<file path="src/hw/rtl/swm_pkg.sv">
package swm_pkg;

  localparam int CFG_WIDTH = 7;
  localparam logic [CFG_WIDTH-1:0] WINDOW_SIZE_RESET = 7'd3;

  // passed from each cell to the one above it
  typedef struct packed {
    logic removed_below;
    logic greater;
    logic valid;
  } swm_link_t;

endpackage

</file>
<file path="src/hw/rtl/swm_cell.sv">
module swm_cell
  import swm_pkg::*;
#(
  parameter int W     = 32,
  parameter int AW    = 6,
  parameter int INDEX = 0
) (
  input  logic                 clk,
  input  logic                 rst,
  input  logic                 wipe,
  input  logic                 enable,
  input  logic                 clear,
  input  logic                 full,
  input  logic [AW-1:0]        oldest_age,
  input  logic [AW-1:0]        lo_pos,
  input  logic [AW-1:0]        hi_pos,
  input  logic signed [W-1:0]  sample,
  input  logic signed [W-1:0]  up_value,
  input  logic                 up_valid,
  input  logic [AW-1:0]        up_age,
  input  swm_link_t            link_in,
  input  logic signed [W-1:0]  lo_cvalue,
  input  logic [AW-1:0]        lo_cage,
  output logic signed [W-1:0]  value,
  output logic                 valid,
  output logic [AW-1:0]        age,
  output swm_link_t            link_out,
  output logic signed [W-1:0]  cvalue,
  output logic [AW-1:0]        cage,
  output logic [W-1:0]         lo_tap,
  output logic [W-1:0]         hi_tap
);

  logic my_valid;
  logic above_valid;
  logic oldest;
  logic removed;
  logic cvalid;
  logic greater;

  assign my_valid    = valid & ~clear;
  assign above_valid = up_valid & ~clear;
  assign oldest      = my_valid & full & (age == oldest_age);
  assign removed     = link_in.removed_below | oldest;

  // window after the oldest sample is taken out
  assign cvalue  = removed ? up_value : value;
  assign cvalid  = removed ? above_valid : my_valid;
  assign cage    = removed ? up_age : age;
  assign greater = ~cvalid | (cvalue > sample);

  assign link_out = '{removed_below: removed, greater: greater, valid: cvalid};

  assign lo_tap = (lo_pos == AW'(INDEX)) ? value : '0;
  assign hi_tap = (hi_pos == AW'(INDEX)) ? value : '0;

  always_ff @(posedge clk) begin
    if (rst || wipe) begin
      valid <= 1'b0;
    end else if (enable) begin
      if (link_in.greater) begin
        valid <= link_in.valid;
      end else if (greater) begin
        valid <= 1'b1;
      end else begin
        valid <= cvalid;
      end
    end
  end

  always_ff @(posedge clk) begin
    if (enable) begin
      if (link_in.greater) begin
        value <= lo_cvalue;
        age   <= lo_cage + AW'(1);
      end else if (greater) begin
        value <= sample;
        age   <= '0;
      end else begin
        value <= cvalue;
        age   <= cage + AW'(1);
      end
    end
  end

endmodule

</file>
<file path="config.mk">
export PLATFORM = sky130hd
export DESIGN_NAME = swm_cell
export DESIGN_NICKNAME = d
export VERILOG_FILES = /design/src/hw/rtl/swm_pkg.sv /design/src/hw/rtl/swm_cell.sv
export SDC_FILE = /design/constraint.sdc
export NUM_CORES = 1
export LEC_CHECK = 0
export BUFFER_PORTS_ARGS = -buffer_cell sky130_fd_sc_hd__buf_2
export CORE_MARGIN = 8
export CORE_UTILIZATION = 40
export DETAILED_ROUTE_END_ITERATION = 16
export HOLD_SLACK_MARGIN = 0.12
export PLACE_DENSITY = 0.82
export REMOVE_ABC_BUFFERS = 1
export SLEW_MARGIN = 30
export SYNTH_ARGS = -nofsm -noshare
export SYNTH_HDL_FRONTEND = slang
export SYNTH_SLANG_ARGS = --single-unit
</file>
<file path="constraint.sdc">
create_clock -name clk -period 13.9 [get_ports clk]
set_input_delay 0 -clock clk [delete_from_list [all_inputs] [get_ports clk]]
set_output_delay 0 -clock clk [all_outputs]
set_load 0.02 [all_outputs]
</file>
==> metrics, run 1 <==
Worst setup EP type=register; # DRC=0; Syn Area/Cell=8.58 um^2; Final Power=0.000409 W; Critical path buffers and inverters=2; first-pass GRT wire length=26700 um; WL/cell=18.2 um; Core Area=10200 um^2; Worst setup SP type=register; Iteration-0 DRC Markers=approximately 380; Worst-Margin Slew=0.861 ns; main combinational cell family by area after synthesis=simple AND/OR/NAND/NOR gates; Max-cap violations=0; Synth Area in XOR/XNOR=0.0274; most common cell in the synthesized netlist=nand2_1; Crit Path Category=reg2reg; YS warnings=0; synth cell count leaders=82 x nand2_1, 64 x and2_1, 38 x edfxtp_1, 38 x inv_1; Synth Register Bits=39; initial core utilization=0.407; Die H=about 120 um; grt ovf=0; Detail Route Antenna Nets=0; status=complete, no violations; Worst path slowest cell=a21oi_4; cells taking the most area after synthesis=edfxtp_1 27%, ha_1 10%, and2_1 9.6%; First-pass DRT Iterations=7; Pleak=3.13 nW; mux cell area share after synthesis=0.104; Ports=280; class of the tightest hold or removal check=in2reg; post-synthesis sequential area ratio=0.279; Max Buffers Root-to-Sink=2; Vias/cell=approximately 5.3; post-layout net count=962; FMAX=176 MHz; layout cells sized above 1=0.425; Synth Flop Type=edfxtp_1; pre-CTS setup slack=8.78 ns; CP Max Fanout=44; endpoints failing hold=0; CP cell instances=xor2_1 -> nor3_1 -> a41oi_4 -> buf_4 -> mux2_2 -> ha_1 -> nand4_2 -> or4_4 -> or3_1 -> a21oi_4 -> or3_4 -> o211ai_1 -> dlygate4sd3_1; crit-path leading delay family=simple AND/OR/NAND/NOR gates; htree depth=2; DP Cell Count=869; hpwl dp=12000 um; die area=roughly 14000 um^2; Worst EP arrival=5.74 ns; clk sink count=39; setup violators final=0; post-synth cell types=43; post-synthesis compound-gate area fraction=0.181; worst skew pair latency=approximately 0.29 ns; vias in the first global route=5157; antenna violations before repair=2; Worst slew margin=0.426; CTS buffer count=5; TNS Setup=0 ns; P&R area growth vs syn=50.6%; Post-synth EDFFs=38; CP required=13.94 ns; Final WS setup=between 8 and 9 ns; CTS tree=yes; post-synthesis simple-gate area fraction=0.230; peak supply drop=between 0.04 and 0.05 mV; IO Port Bufs=around 280; CP peak stage delay=~0.71 ns; Mapped Area=just over 4000 um^2; fraction of registers with async set/reset=0; All-Layer GR Usage=0.231; final period utilization=0.410; Setup Skew=~0.0066 ns; Root Driver=clkbuf_8; min cycle time layout=5.69 ns; power per cell area=65.3 nW/um^2; via count=between 4000 and 5000; filler-free cell count of the finished design=931; Syn Inst Count=485; GPL Wtd Cong=0.774; fraction of the mapped netlist area in adder cells=0.102; Placed Instance Area=5640 um^2; drt total wl=17000 um; Yosys top cell area share=0.274; largest net degree at the start of global routing=69; Row Count=37; leading area contributor after synthesis=edfxtp_1; unrepaired setup endpoints after global routing=false; max-slew violation count=0; reg-to-reg slack, setup=8.21 ns; design area=6260 um^2; Die X=118 um; CTS clk-pin slew, worst paths=0.09 ns
placed cells by master (no fill, tap or decap), drive strengths merged, types with 3 or more instances in the layout:
cell type	n
buf	285
nand2	82
and2	64
dlygate4sd3	52
edfxtp	38
inv	37
mux2	34
ha	34
o211ai	33
o311ai	33
a21oi	14
xnor2	9
nor2	7
nand4	7
clkbuf	7
o21ai	6
nor3	6
mux2i	5
nand3	5
xor2	4
o22ai	4
or4	4
or3	3
report_power, final:
part	total, W	leakage (nW)	switching [W]	internal [W]
sequential	0.000149	0.387	0.00000819	0.000141
combinational	0.000176	2.70	0.000101	0.0000754
clock	0.0000839	0.0482	0.0000437	0.0000402
stage by stage:
step                hold WS (ns)  utilization
finish                     0.134        0.612
global route               0.133        0.612
CTS                        0.120        0.611
detailed placement         0.167        0.552
global placement           0.170        0.552
floorplan                 0.0768            -
layout make-up:
class | instances | area, um^2
multi-input cells | 371 | 2730
flip-flops and latches | 39 | 1160
diodes | 2 | 5.00
fillers | 905 | 3970
clock buffers | 7 | 86.3
inverters | 38 | 144
well taps | 136 | 170
repair buffers | 337 | 1960
clock inverters | 1 | 5.00
path summary, 6_finish.rpt:
path              start        end  depth (start not counted)
max              age[2]   value[7]                         13
min reg2reg      age[0]     age[0]                          3
min          sample[14]  value[14]                          3
max reg2reg      age[2]   value[7]                         13
cells by family after synthesis:
logic type,Yosys count
simple gates,185
fa+ha+maj,34
compound gates,100
flops,39
xor+xnor,13
mux,39
buf+inv,75
metal layers:
| layer | up-vias | global-route usage | part of all wire |
|---|---|---|---|
| li1 | 2383 | - | - |
| met4 | 0 | 0.0665 | 0.016 |
| met2 | 225 | 0.438 | 0.52 |
| met1 | 2327 | 0.250 | 0.39 |
| met3 | 22 | 0.0513 | 0.073 |
| met5 | - | 0 | 0 |
registers in the layout, summed over array words and instances, names as in the netlist:
name   cells
age        6
valid      1
value     32
tightest hold or removal path, cell delays in order:
cell and delay [ns]:
buf_2 0.09, o311ai_0 0.12, o211ai_1 0.10
repair_timing:
action,CTS,global route
hold buffers,52,0
hold endpoints to repair,36,0
setup buffers,0,0
endpoints found under the setup margin,0,0
gates resized for setup,0,0
Note: power is estimated with default switching activity, not from simulation.
==> run 2: changes to the inputs <==
- clock period: 13.9 -> 5.7 ns (I/O delays scaled with it)
==> run 2 against run 1 <==
Die area unchanged; sequential share of layout area decreased by 0.26 points; cell area increased by 1.4%; combinational power increased to 2.5 times the previous value; largest cell class unchanged; largest power group unchanged; highest routed layer unchanged.
==> metrics, run 2 (synthesized netlist as in run 1, its figures left out) <==
clk sink count=39 (unchanged); Max-cap violations=0 (unchanged); WL/cell=18.6 um (+1.8%); Largest Register=value; Iteration-0 DRC Markers=339 (-10%); All-Layer GR Usage=0.234 (+0.00274); Row Count=37 (unchanged); most frequent cells in the layout=278 x buf_2, 82 x nand2_1, 64 x and2_1; reg-to-reg slack, setup=0.27 ns (-7.94 ns); htree depth=2 (unchanged); antenna violations before repair=1 (-1); layout cells sized above 1=0.431 (+0.00609); hpwl dp=12300 um (+2.4%); Worst setup SP type=register; Worst-Margin Slew=0.963 ns (+0.102 ns); max-slew violation count=0 (unchanged); # DRC=0 (unchanged); Setup Skew=0.00707 ns (+0.000460 ns); commonest non-fill, non-tap cell in the layout=buf_2; CP cell instances=xor2_1 -> nor3_1 -> a41oi_4 -> buf_4 -> mux2_2 -> ha_1 -> nand4_1 -> or4_4 -> or3_1 -> a21oi_4 -> or3_4 -> o211ai_1 -> dlygate4sd3_1; CTS clk-pin slew, worst paths=0.09 ns (about the same); FMAX=184 MHz (+4.9%); vias in the first global route=5255 (+1.9%); Max Buffers Root-to-Sink=2 (unchanged); CTS buffer count=5 (unchanged); largest net degree at the start of global routing=69 (unchanged); CP Max Fanout=38 (-14%); grt ovf=0 (unchanged); worst skew pair latency=0.29 ns (about the same); r2r worst-path depth=13 (unchanged); Worst Setup EP=value[25]; P&R area growth vs syn=52.8%; Ports=280 (unchanged); class of the tightest hold or removal check=in2reg; peak supply drop=0.0775 mV (+71%); power per cell area=157 nW/um^2 (+140%); Worst setup EP type=register; Final WS setup=0.269 ns (-7.94 ns); Worst EP arrival=5.48 ns (-0.26 ns); first-pass GRT wire length=27300 um (+2.3%); Detail Route Antenna Nets=0 (unchanged); initial core utilization=0.407 (unchanged); Pleak=3.18 nW (+1.6%); Worst slew margin=0.358 (-0.0680); drt total wl=17500 um (+3.0%); CTS tree=yes; max FFs per register=32 (unchanged); Final Hold Slack=0.127 ns (-0.00745 ns); CP peak stage delay=0.59 ns (-0.12 ns); endpoints failing hold=0 (unchanged); Worst path slowest cell=dlygate4sd3_1; setup violators final=0 (unchanged); Core Area=10200 um^2 (unchanged); CP required=5.75 ns (-8.19 ns); largest registers=value: 32 flops, age: 6 flops, valid: 1 flops; via count=4956 (-0.020%); filler-free cell count of the finished design=942 (+1.2%); IO Port Bufs=279 (unchanged); Die H=118 um (unchanged); DP Cell Count=871 (+0.23%); status=complete, no violations; unrepaired setup endpoints after global routing=false; Crit Path Category=reg2reg; Setup crit start=age[2]; Vias/cell=5.26 (-1.2%); Crit Reg-Reg Endpoint=value[25]; GPL Wtd Cong=0.846 (+9.3%); die area=13900 um^2 (unchanged); Root Driver=clkbuf_8; First-pass DRT Iterations=4 (-3); pre-CTS setup slack=0.582 ns (-8.20 ns); Die X=118 um (unchanged); final period utilization=0.953 (+0.543); post-layout net count=974 (+1.2%); min cycle time layout=5.43 ns (-0.264 ns); RR Startpoint=age[2]
==> run 2: changes by cell type in the layout (fill, tap and decap cells not counted), sizes merged <==
cell	previous run	this run
a21oi	14	15
buf	285	294
dlygate4sd3	52	54
diode	2	1
==> run 2: per-layer routing <==
layer / up-vias / global-route usage / wire length [um]
met4: 0 / 0.0713 / 357
met2: 233 / 0.429 / 8860
li1: 2403 / - / -
met5: - / 0 / 0
met1: 2296 / 0.260 / 6830
met3: 24 / 0.0580 / 1430
==> run 2: what timing repair did <==
action,4_1_cts,5_1_grt
hold buffers,54,0
setup buffers,0,7
endpoints found under the setup margin,0,16
resized for setup,0,2
hold endpoints to repair,37,0
==> run 2: worst min path at each step <==
stage / startpoint / to / slack (ns) / depth (start not counted)
6_report: sample[23] / value[23] / 0.13 / 3
5_1_grt: sample[24] / value[24] / 0.13 / 3
4_1_cts: sample[27] / value[27] / 0.12 / 3
3_5_place_dp: rst / valid / 0.17 / 2
3_3_place_gp: rst / valid / 0.17 / 2
2_1_floorplan: rst / valid / 0.08 / 1
==> run 2: report_power, final <==
group	internal [W]	switching (W)
combinational	0.000191	0.000249
clock	0.0000863	0.000108
sequential	0.000344	0.0000203
total	0.000621	0.000378
==> run 2: critical path, delay by kind of cell, from the launching register on <==
kind / cells / cell delay (ns)
flip-flops: 1 / 0.47
adder cells (fa/ha/maj): 1 / 0.32
AND/OR/NAND/NOR: 5 / 1.75
AO/OA/AOI/OAI: 3 / 1.14
multiplexers: 1 / 0.40
buffers and inverters: 2 / 0.92
XOR/XNOR: 1 / 0.16
==> run 2: stage by stage <==
stage | total power, W | instance area (um^2) | TNS (ns) | utilization
2_1_floorplan | 0.000591 | 3990 | -29.66 | -
3_3_place_gp | 0.000760 | 5660 | 0 | 0.553
3_5_place_dp | 0.000766 | 5660 | 0 | 0.553
4_1_cts | 0.000995 | 6280 | 0 | 0.614
5_1_grt | 0.00106 | 6350 | 0 | 0.621
6_report | 0.000999 | 6350 | 0 | 0.621
==> run 2: final cells by class <==
cell class / count / area [um^2]
clock buffer: 7 / 76.3
multi-input combinational: 372 / 2740
clock inverter: 1 / 5.00
timing repair buffer: 348 / 2060
sequential: 39 / 1160
antenna: 1 / 2.50
inverter: 38 / 144
tap: 136 / 170
fill: 912 / 3880
==> run 3: changes to the inputs <==
- ABC_AREA: unset -> 1
- PLACE_DENSITY: 0.82 -> 0.81
==> run 3 against run 2 <==
Sequential share of layout area decreased by 0.53 points; critical path type unchanged; sequential cell count unchanged; worst hold slack improved by 0.016 ns.
==> metrics, run 3 <==
status=complete, no violations; Synth Register Bits=39 (unchanged); DP Cell Count=1076 (+24%); All-Layer GR Usage=0.228 (-0.00653); synth cell count leaders=191 x nand2_1, 122 x inv_1, 87 x nor2_1; worst skew pair latency=0.29 ns (about the same); drt total wl=17600 um (+0.63%); Die H=121 um (+2.8%); layout cells sized above 1=0.317 (-0.114); reg-to-reg slack, setup=1.01 ns (+0.74 ns); Worst EP arrival=4.74 ns (-0.74 ns); Root Driver=clkbuf_8; Max Buffers Root-to-Sink=2 (unchanged); Worst setup SP type=register; Post-synth EDFFs=38 (unchanged); clk sink count=39 (unchanged); GPL Wtd Cong=0.873 (+3.2%); Final Hold Slack=0.143 ns (+0.0163 ns); Syn Inst Count=686 (+41%); via count=5588 (+13%); endpoints failing hold=0 (unchanged); YS warnings=0 (unchanged); P&R area growth vs syn=47.6%; TNS Setup=0 ns (unchanged); CP peak stage delay=0.56 ns (-0.03 ns); CP Max Fanout=77 (+100%); Max-cap violations=0 (unchanged); Syn Area/Cell=6.47 um^2 (-25%); post-synth cell types=35 (-19%); CP required=5.74 ns (about the same); Worst setup EP type=register; RR Startpoint=age[4]; Crit Reg-Reg Endpoint=value[3]; fraction of registers with async set/reset=0 (unchanged); Critical path buffers and inverters=3 (+1); power per cell area=155 nW/um^2 (-1.2%); vias in the first global route=5619 (+6.9%); WL/cell=15.3 um (-17%); hpwl dp=13000 um (+5.1%); Hold Crit Depth=5 (+2); Setup crit start=age[4]; Worst slew margin=0.524 (+0.166); peak supply drop=0.0869 mV (+12%); post-synthesis sequential area ratio=0.262 (-0.0174); setup violators final=0 (unchanged); wire length on met1=6790 um (-0.69%); class of the tightest hold or removal check=in2reg; most common cell in the synthesized netlist=nand2_1; Die X=121 um (+2.8%); max FFs per register=32 (unchanged); die area=14700 um^2 (+5.7%); most frequent cells in the layout=278 x buf_2, 191 x nand2_1, 122 x inv_1; CP cell instances=inv_2 -> nor2_1 -> nor2_1 -> nand2_1 -> nor2_2 -> nand2_4 -> nand2_8 -> o21a_1 -> inv_1 -> ha_1 -> nand2_1 -> nor2_1 -> nand4_1 -> nor3b_2 -> nand2_1 -> nand3_1 -> nand3_4 -> nand2_8 -> nand2_1 -> nand3_1 -> nand2_1 -> dlygate4sd3_1; FMAX=213 MHz (+16%); crit-path leading delay family=simple AND/OR/NAND/NOR gates; min cycle time layout=4.69 ns (-0.737 ns); pre-CTS setup slack=1.55 ns (+0.972 ns); Core Area=10800 um^2 (+6.0%); max-slew violation count=0 (unchanged); antenna violations before repair=1 (unchanged); Yosys top cell area share=0.257 (-0.0171); First-pass DRT Iterations=7 (+3); filler-free cell count of the finished design=1149 (+22%); Top Layer Used=met4; leading area contributor after synthesis=edfxtp_1; Worst path slowest cell=dlygate4sd3_1; Post-CTS Resized=0 (unchanged); Synth Flop Type=edfxtp_1; Vias/cell=4.86 (-7.6%); IO Port Bufs=279 (unchanged); initial core utilization=0.409 (+0.00266); post-layout net count=1177 (+21%); Mapped Area=4440 um^2 (+6.6%); largest net degree at the start of global routing=78 (+13%); Crit path top cell by count=nand2_1; first-pass GRT wire length=27300 um (-0.10%); fill count=1009 (+11%); Setup Skew=0.00471 ns (-0.00236 ns); Worst Hold End=value[7]; htree depth=2 (unchanged); Ports=280 (unchanged); unrepaired setup endpoints after global routing=false; CTS clk-pin slew, worst paths=0.08 ns (about the same); largest registers=value: 32 flops, age: 6 flops, valid: 1 flops; Hold Startpoint=sample[7]; Row Count=38 (+2.7%); commonest non-fill, non-tap cell in the layout=buf_2; cells taking the most area after synthesis=edfxtp_1 26%, nand2_1 16%, inv_1 10%; Largest Register=value; CTS buffer count=5 (unchanged); r2r worst-path depth=22 (+9); fin util=0.604 (-0.0172); final period utilization=0.823 (-0.129); CTS tree=yes; # DRC=0 (unchanged); wire length on met3=1660 um (+17%); Detail Route Antenna Nets=0 (unchanged); grt ovf=0 (unchanged); Iteration-0 DRC Markers=332 (-2.1%); met2 wire length=8800 um (-0.72%); Final WS setup=1.01 ns (+0.737 ns); Crit Path Category=reg2reg; Pleak=3.95 nW (+24%); Worst-Margin Slew=0.713 ns (-0.250 ns)
==> run 3: changes by cell type in the layout (fill, tap and decap cells not counted), sizes merged, moves of 32 or more <==
cell and change:
nand3 +76, and2 -64, mux2 -34, o211ai -33, inv +90, nand2 +126, o311ai -33, nor2 +82
o21a +32
==> run 3: power breakdown <==
part | leakage, nW | internal (W) | total, W | switching (W)
sequential | 0.387 | 0.000342 | 0.000355 | 0.0000130
clock | 0.0422 | 0.0000863 | 0.000194 | 0.000108
combinational | 3.52 | 0.000187 | 0.000468 | 0.000281
total | 3.95 | 0.000615 | 0.00102 | 0.000402
==> run 3: stage by stage <==
stage | power [W] | instance area (um^2)
4_1_cts | 0.00102 | 6540
5_1_grt | 0.00109 | 6550
3_5_place_dp | 0.000781 | 5820
6_report | 0.00102 | 6550
3_3_place_gp | 0.000773 | 5790
2_1_floorplan | 0.000614 | 4200
==> run 3: worst max path at each step <==
stage	end	slack, ns	cells after the start
2_1_floorplan	value[0]	2.14	21
3_3_place_gp	value[21]	1.63	21
3_5_place_dp	value[17]	1.55	21
4_1_cts	value[18]	1.0	22
5_1_grt	value[10]	0.59	22
6_report	value[3]	1.01	22
==> run 3: cells by family after synthesis <==
family | Yosys count | share of synthesized area
XOR/XNOR | 2 | 0.00395
AND/OR/NAND/NOR | 385 | 0.377
flip-flops | 39 | 0.262
adder cells (fa/ha/maj) | 34 | 0.0959
buffers and inverters | 160 | 0.161
AO/OA/AOI/OAI | 66 | 0.0999
==> run 3: layer usage <==
layer / global-route usage / vias up
li1: - / 2788
met1: 0.244 / 2505
met2: 0.422 / 265
met3: 0.0614 / 30
met4: 0.0732 / 0
met5: 0 / -
==> run 3: final cells by class <==
cell class,count,area [um^2],area share
antenna,1,2.50,0.000382
tap,140,175,0.0268
multi-input combinational,487,2560,0.391
timing repair buffer,347,2090,0.319
inverter,127,477,0.0728
sequential,39,1160,0.177
clock inverter,1,5.00,0.000765
clock buffer,7,76.3,0.0117
==> run 3: tightest hold or removal path: cells and delay by family <==
family	cells	cell delay [ns]
AND/OR/NAND/NOR	3	0.19
buffers and inverters	2	0.13
==> run 3: what timing repair did <==
item	CTS	global route
hold buffers	64	0
buffers inserted	0	0
hold endpoints to repair	35	0
